[config.mk]
export PLATFORM = sky130hd
export DESIGN_NAME = synth_voice_allocator
export DESIGN_NICKNAME = d
export VERILOG_FILES = /design/src/svalloc_pkg.sv /design/src/svalloc_front.sv /design/src/svalloc_back.sv /design/src/synth_voice_allocator.sv
export SDC_FILE = /design/constraint.sdc
export NUM_CORES = 1
export LEC_CHECK = 0
export BUFFER_PORTS_ARGS = -buffer_cell sky130_fd_sc_hd__buf_4
export CORE_MARGIN = 2
export CORE_UTILIZATION = 30
export CTS_CLUSTER_SIZE = 30
export DETAILED_ROUTE_END_ITERATION = 8
export PLACE_DENSITY = 0.54
export SYNTH_ARGS = -nofsm -noshare
export SYNTH_HDL_FRONTEND = slang
export SYNTH_SLANG_ARGS = --single-unit
[constraint.sdc]
create_clock -name clk -period 9.5 [get_ports clk]
set_input_delay 2.375 -clock clk [delete_from_list [all_inputs] [get_ports clk]]
set_output_delay 2.375 -clock clk [all_outputs]
set_load 0.01 [all_outputs]
[src/svalloc_pkg.sv]
// Shared types and constants for the voice allocator.
// No dependencies; every other file imports this package.
package svalloc_pkg;

  localparam int NUM_VOICES = 16;
  // Lane index width; at least one bit so a single-voice pool still has a port.
  localparam int VW = (NUM_VOICES > 1) ? $clog2(NUM_VOICES) : 1;
  // Counts run from 0 to NUM_VOICES inclusive.
  localparam int CW = $clog2(NUM_VOICES + 1);

  localparam int NOTE_W      = 7;
  localparam int VOICE_OUT_W = 4;
  localparam int STATUS_W    = 2;

  // Event queue between the front and back parts.
  localparam int QDEPTH = 2;
  localparam int QPTR_W = 1;
  localparam int QCNT_W = 2;

  typedef enum logic {
    OP_PLAY = 1'b0,
    OP_STOP = 1'b1
  } op_t;

  typedef enum logic [STATUS_W-1:0] {
    ST_ASSIGNED  = 2'd0,
    ST_STOPPED   = 2'd1,
    ST_NOT_FOUND = 2'd2
  } status_t;

  typedef struct packed {
    op_t               op;
    logic [NOTE_W-1:0] note;
  } ev_t;

  // Pool occupancy, visible to the top level for checking.
  typedef struct packed {
    logic [CW-1:0] act_cnt;
    logic [CW-1:0] free_cnt;
  } mon_t;

endpackage

[src/svalloc_front.sv]
// Front part: accepts note events, decodes the command and buffers them
// in a two-entry queue. Depends on svalloc_pkg.
module svalloc_front
  import svalloc_pkg::*;
(
  input  logic              clk,
  input  logic              rst,
  input  logic              in_valid,
  output logic              in_stall,
  input  logic              cmd,
  input  logic [NOTE_W-1:0] note,
  output logic              q_valid,
  output ev_t               q_item,
  input  logic              q_pop
);

  ev_t               q [QDEPTH];
  logic [QPTR_W-1:0] wp;
  logic [QPTR_W-1:0] rp;
  logic [QCNT_W-1:0] cnt;
  logic              push;
  ev_t               ev_in;

  assign in_stall = (cnt == QCNT_W'(QDEPTH));
  assign push     = in_valid && !in_stall;
  assign q_valid  = (cnt != '0);
  assign q_item   = q[rp];

  always_comb begin
    ev_in.op   = op_t'(cmd);
    ev_in.note = note;
  end

  always_ff @(posedge clk) begin
    if (rst) begin
      wp  <= '0;
      rp  <= '0;
      cnt <= '0;
    end else begin
      if (push) begin
        wp <= wp + 1'b1;
      end
      if (q_pop) begin
        rp <= rp + 1'b1;
      end
      case ({push, q_pop})
        2'b10:   cnt <= cnt + 1'b1;
        2'b01:   cnt <= cnt - 1'b1;
        default: cnt <= cnt;
      endcase
    end
  end

  always_ff @(posedge clk) begin
    if (push) begin
      q[wp] <= ev_in;
    end
  end

endmodule

[src/svalloc_back.sv]
// Back part: per-voice lanes with queue rank, one lane scanned per cycle,
// then an update state that, once the output can take a result, shifts ranks and writes the result register.
// Depends on svalloc_pkg.
module svalloc_back
  import svalloc_pkg::*;
(
  input  logic                   clk,
  input  logic                   rst,
  input  logic                   q_valid,
  input  ev_t                    q_item,
  output logic                   q_pop,
  output logic                   out_valid,
  input  logic                   out_stall,
  output logic [STATUS_W-1:0]    status,
  output logic [VOICE_OUT_W-1:0] voice,
  output logic [NOTE_W-1:0]      played_note,
  output mon_t                   mon
);

  typedef enum logic [1:0] {
    S_IDLE,
    S_SCAN,
    S_APPLY
  } state_t;

  state_t            state;
  logic              act  [NUM_VOICES];
  logic [VW-1:0]     ord  [NUM_VOICES];
  logic [NOTE_W-1:0] vnote[NUM_VOICES];
  logic [CW-1:0]     act_cnt;
  logic [CW-1:0]     free_cnt;
  logic [VW-1:0]     idx;
  logic              found;
  logic [VW-1:0]     best_v;
  logic [VW-1:0]     best_o;
  op_t               cur_op;
  logic [NOTE_W-1:0] cur_note;

  logic              steal;
  logic              hit;
  logic              out_ready;

  assign steal     = (free_cnt == '0);
  assign out_ready = !out_valid || !out_stall;
  assign q_pop     = (state == S_IDLE) && q_valid;
  assign mon.act_cnt  = act_cnt;
  assign mon.free_cnt = free_cnt;

  // Play: the head of the free queue, or of the active queue when none is free.
  // Stop: the matching active voice with the highest rank, i.e. the newest.
  always_comb begin
    if (cur_op == OP_PLAY) begin
      hit = (act[idx] == steal) && (ord[idx] == '0);
    end else begin
      hit = act[idx] && (vnote[idx] == cur_note) && (!found || (ord[idx] > best_o));
    end
  end

  always_ff @(posedge clk) begin
    if (rst) begin
      state     <= S_IDLE;
      act_cnt   <= '0;
      free_cnt  <= CW'(NUM_VOICES);
      out_valid <= 1'b0;
      idx       <= '0;
      found     <= 1'b0;
      for (int l = 0; l < NUM_VOICES; l++) begin
        act[l] <= 1'b0;
        ord[l] <= VW'(l);
      end
    end else begin
      // the update cycle sets or holds the result itself
      if (out_valid && !out_stall && (state != S_APPLY)) begin
        out_valid <= 1'b0;
      end
      unique case (state)
        S_IDLE: begin
          if (q_valid) begin
            cur_op   <= q_item.op;
            cur_note <= q_item.note;
            idx      <= '0;
            found    <= 1'b0;
            state    <= S_SCAN;
          end
        end
        S_SCAN: begin
          if (hit) begin
            found  <= 1'b1;
            best_v <= idx;
            best_o <= ord[idx];
          end
          if (idx == VW'(NUM_VOICES - 1)) begin
            state <= S_APPLY;
          end else begin
            idx <= idx + 1'b1;
          end
        end
        S_APPLY: begin
          if (out_ready) begin
            out_valid   <= 1'b1;
            played_note <= cur_note;
            if (cur_op == OP_PLAY) begin
              status <= ST_ASSIGNED;
              voice  <= VOICE_OUT_W'(best_v);
              for (int l = 0; l < NUM_VOICES; l++) begin
                if (VW'(l) == best_v) begin
                  act[l] <= 1'b1;
                  ord[l] <= steal ? VW'(NUM_VOICES - 1) : act_cnt[VW-1:0];
                end else if (act[l] == steal) begin
                  ord[l] <= ord[l] - 1'b1;
                end
              end
              if (!steal) begin
                free_cnt <= free_cnt - 1'b1;
                act_cnt  <= act_cnt + 1'b1;
              end
            end else if (found) begin
              status <= ST_STOPPED;
              voice  <= VOICE_OUT_W'(best_v);
              for (int l = 0; l < NUM_VOICES; l++) begin
                if (VW'(l) == best_v) begin
                  act[l] <= 1'b0;
                  ord[l] <= free_cnt[VW-1:0];
                end else if (act[l] && (ord[l] > best_o)) begin
                  ord[l] <= ord[l] - 1'b1;
                end
              end
              free_cnt <= free_cnt + 1'b1;
              act_cnt  <= act_cnt - 1'b1;
            end else begin
              status <= ST_NOT_FOUND;
              voice  <= '0;
            end
            state <= S_IDLE;
          end
        end
        default: state <= S_IDLE;
      endcase
    end
  end

  // Note tags are payload: written on play, never cleared.
  always_ff @(posedge clk) begin
    if ((state == S_APPLY) && out_ready && (cur_op == OP_PLAY)) begin
      for (int l = 0; l < NUM_VOICES; l++) begin
        if (VW'(l) == best_v) begin
          vnote[l] <= cur_note;
        end
      end
    end
  end

endmodule

[src/synth_voice_allocator.sv]
// Voice allocator: play takes the longest-free voice or steals the oldest
// active one; stop frees the newest active voice holding the note.
// Each item is taken from the queue, scanned one lane per cycle, then applied;
// the back part finishes one item before it takes the next from the queue.
// Reset: all voices free, oldest-free order 0..NUM_VOICES-1, queue empty;
// note tags are not cleared. Depends on svalloc_pkg, svalloc_front, svalloc_back.
module synth_voice_allocator
  import svalloc_pkg::*;
(
  input  logic                   clk,
  input  logic                   rst,
  input  logic                   in_valid,
  output logic                   in_stall,
  input  logic                   cmd,
  input  logic [NOTE_W-1:0]      note,
  output logic                   out_valid,
  input  logic                   out_stall,
  output logic [STATUS_W-1:0]    status,
  output logic [VOICE_OUT_W-1:0] voice,
  output logic [NOTE_W-1:0]      played_note
);

  logic q_valid;
  ev_t  q_item;
  logic q_pop;
  mon_t mon;

  svalloc_front u_front (
    .clk      (clk),
    .rst      (rst),
    .in_valid (in_valid),
    .in_stall (in_stall),
    .cmd      (cmd),
    .note     (note),
    .q_valid  (q_valid),
    .q_item   (q_item),
    .q_pop    (q_pop)
  );

  svalloc_back u_back (
    .clk         (clk),
    .rst         (rst),
    .q_valid     (q_valid),
    .q_item      (q_item),
    .q_pop       (q_pop),
    .out_valid   (out_valid),
    .out_stall   (out_stall),
    .status      (status),
    .voice       (voice),
    .played_note (played_note),
    .mon         (mon)
  );

  // Every voice sits in exactly one of the two queues.
  a_pool_total: assert property (@(posedge clk) disable iff (rst)
    (32'(mon.act_cnt) + 32'(mon.free_cnt)) == NUM_VOICES)
    else $error("voice pool count mismatch");

  a_status_code: assert property (@(posedge clk) disable iff (rst)
    out_valid |-> (status == ST_ASSIGNED || status == ST_STOPPED
                   || status == ST_NOT_FOUND))
    else $error("bad status code");

  a_not_found_voice: assert property (@(posedge clk) disable iff (rst)
    (out_valid && status == ST_NOT_FOUND) |-> (voice == '0))
    else $error("not-found result carries a voice");

  // A play always lands on a voice, so the active queue cannot be empty after it.
  a_play_active: assert property (@(posedge clk) disable iff (rst)
    (out_valid && status == ST_ASSIGNED) |-> (mon.act_cnt != '0))
    else $error("assigned voice missing from active queue");

endmodule

==> run summary <==
================================================================================
Path class of the lowest-slack min-delay path                         reg -> reg
Number of flops mapped to enable cells by yosys                              228
Min cycle time layout                                                    4.86 ns
DPL Wire Length                                                          28.5 mm
Period utilization                                                         51.2%
Worst EP required                                                        9.79 ns
Number of antenna violations at the first check in global routing              1
H-Tree Level Count                                                             1
PwrDens                                                               175 nW/um2
Synth warn                                                                     0
Placeable core area                                                   48,700 um2
Net count after synthesis                                                  1,304
Ranking of synthesized cells by area                                edfxtp_1 (46%), ha_1 (7.7%), mux4_2 (5.5%), dfxtp_1 (4.6%), mux2i_1 (2.5%)
CTS hold repair buffers                                                        0
Pre-Repair DR Iteration Count                                                  6
Total negative setup slack                                                  0 ns
Cell variety after synth                                                      73
Layout net count                                                           1,326
Sinks on Clock Net                                                           262
Top-Level Pins                                                                27
Post-Layout Cell Count                                                     1,906
Number of DRC violations after detailed-routing iteration 0                  870
Overall power consumption                                                2.90 mW
Buffers from clock root to sink, at most                                       3
Reported leakage power                                                   5.91 nW
Post-DR vias/cell                                                           5.42
Synth-to-Final Area Change                                                 12.3%
Grt ovf                                                                        0
IR drop worst, VDD                                                        134 uV
Buffers added on ports                                                        26
Top FF cell, synth                                                      edfxtp_1
Post-detailed-route wirelength per cell                                  22.2 um
Highest Clock Rate                                                     0.206 GHz
Mapped Avg Cell Area                                                    12.3 um2
Total number of vias                                                      10,300
Total of flip-flops plus latches after synthesis                             262
CP Max Fanout                                                                 48
Setup Buffers After CTS                                                        0
Maxcap violations                                                              0
Clock tree from TritonCTS                                                   done
Area share of the leading cell type in the synthesized netlist             46.4%
Post-route DRC                                                                 0
Clock-pin slew on the worst setup and hold paths                         0.06 ns
Share of synthesized registers carrying an async set or reset                 0%
Worst-Skew Late Latency                                                  0.58 ns
Inserted Diodes                                                                0
Setup clock skew after layout                                          0.0292 ns
Final hold vios                                                                0
Max-slew headroom at the worst pin                                         20.1%
Total clock buffers created by CTS                                            27
Class of the most critical setup path                                  in -> reg
Wire length of the first global-routing pass                             63.9 mm
Max-slew violation total from the final report                                 0
Clock Root Buffer                                                      clkbuf_16
Total wire length after detailed routing                                 42.3 mm
Cell Area, Synth                                                      14,700 um2
Status                                                                 completed
Largest net degree at the start of global routing                             49
Post-DRT Antenna Nets                                                          0
Aggregate global-route resource usage                                      16.7%
Standard-cell rows                                                            81
Final Core Density                                                         33.9%
Die outline height                                                        226 um
Worst setup EP type                                                    flip-flop
Fraction of layout instances using a drive strength above 1                11.9%
Cell taking the most area after synthesis                               edfxtp_1
Critical path launch point type                                       input port
Vias in the first global route                                            10,300
Sequential element share of the synthesized area                           51.1%
Die Outline Area                                                      50,900 um2
Horizontal extent of the die                                              226 um
Mapped Cells                                                               1,199
Endpoints failing setup                                                        0
Post-Place Cells                                                           1,856
Starting utilization of the core area                                      30.2%
Slew of the pin with the lowest slew margin                              1.19 ns
Unrepaired setup endpoints after global routing                               no
Arrival time at the worst endpoint                                       5.15 ns
Post-cts repair resize count                                                   0
Last weighted congestion value of the routability-driven placer            0.854
================================================================================
==> logic make-up after synthesis <==
group | share of synthesized area [%]
flip-flops | 51.1
AO/OA/AOI/OAI | 11.8
XOR/XNOR | 4.04
buffers and inverters | 3.53
AND/OR/NAND/NOR | 10.7
adder cells (fa/ha/maj) | 7.99
multiplexers | 10.9
==> where the power goes <==
part / internal [mW] / switching, mW
registers: 1.34 / 0.0987
clock network: 0.618 / 0.459
logic: 0.187 / 0.198
total: 2.14 / 0.756
==> cells in the mapped netlist (all sizes together) (6+ instances only) <==
cell / number
mux2: 10
inv: 65
buf: 19
o2111ai: 9
nand3: 37
nor2: 90
a21o: 8
o221ai: 8
a221oi: 7
nand2: 53
a221o: 6
ha: 91
xor2: 27
xnor2: 41
nand2b: 10
nor2b: 20
and2: 9
mux4: 48
o22ai: 15
and3: 7
a21oi: 44
a22o: 6
nor3: 43
a31oi: 7
a22oi: 30
o21a: 22
nand4: 23
clkbuf: 32
o21ai: 34
edfxtp: 228
o211ai: 10
dfxtp: 34
mux2i: 37
==> final timing paths <==
| check | startpoint | endpoint | slack, ns | cells after the start |
|---|---|---|---|---|
| setup / recovery | rst | u_back.ord[11][3]$_DFFE_PP_ | 4.64 | 6 |
| hold / removal | u_back.idx[1]$_SDFFE_PP0P_ | u_back.best_v[1]$_DFFE_PP_ | 0.51 | 0 |
| setup reg to reg | flip-flop | u_back.best_v[2]$_DFFE_PP_ | 5.19 | 11 |
| hold reg to reg | u_back.idx[1]$_SDFFE_PP0P_ | u_back.best_v[1]$_DFFE_PP_ | 0.51 | 0 |
==> registers in the layout, indices dropped and copies added (netlist names), 5 cells and up, named ones only <==
signal	flops
u_back.act	16
u_back.cur_note	7
u_back.free_cnt	5
u_back.ord	64
u_back.played_note	7
u_back.vnote	112
u_front.q	16
==> layer usage <==
metal  vias to the layer above  global-route usage [%]  wire length [um]
met5                         -                       0                 0
met4                         0                    7.01              1680
met3                        97                    2.71              2940
met2                       409                    26.8             19300
met1                      5113                    22.3             18400
li1                       4708                       -                 -
==> metrics by stage <==
stage          hold slack, ns  worst slack [ns]  cell area (um2)
2_1_floorplan           0.451              5.18            14700
3_3_place_gp            0.477              4.10            15700
3_5_place_dp            0.488              4.01            15700
4_1_cts                 0.505              4.64            16500
5_1_grt                 0.512              4.52            16500
6_report                0.510              4.64            16500
==> critical path, stage by stage <==
cell	delay, ns
buf_4	0.50
clkinv_1	0.79
nand4_1	0.30
buf_4	0.33
nor3_1	0.18
or4_1	0.64
==> layout by cell type (no fill, tap or decap), types with 30 or more instances in the layout <==
cell | Yosys | final
o21ai_0 | 31 | 30
buf_4 | 3 | 44
nand3_1 | 36 | 36
xnor2_1 | 41 | 41
mux4_2 | 36 | 36
dfxtp_1 | 34 | 32
inv_1 | 65 | 65
mux2i_1 | 37 | 37
nand2_1 | 53 | 53
nor3_1 | 43 | 41
a21oi_1 | 44 | 44
ha_1 | 91 | 91
edfxtp_1 | 228 | 228
a22oi_1 | 30 | 30
nor2_1 | 89 | 86
==> layout make-up <==
cell class	instances	area (um2)
inverters	67	251
flip-flops and latches	262	7530
clock inverters	18	171
well taps	664	831
clock buffers	32	714
fillers	4786	32200
multi-input cells	819	6720
repair buffers	44	330
Note: power is estimated with default switching activity, not from simulation.
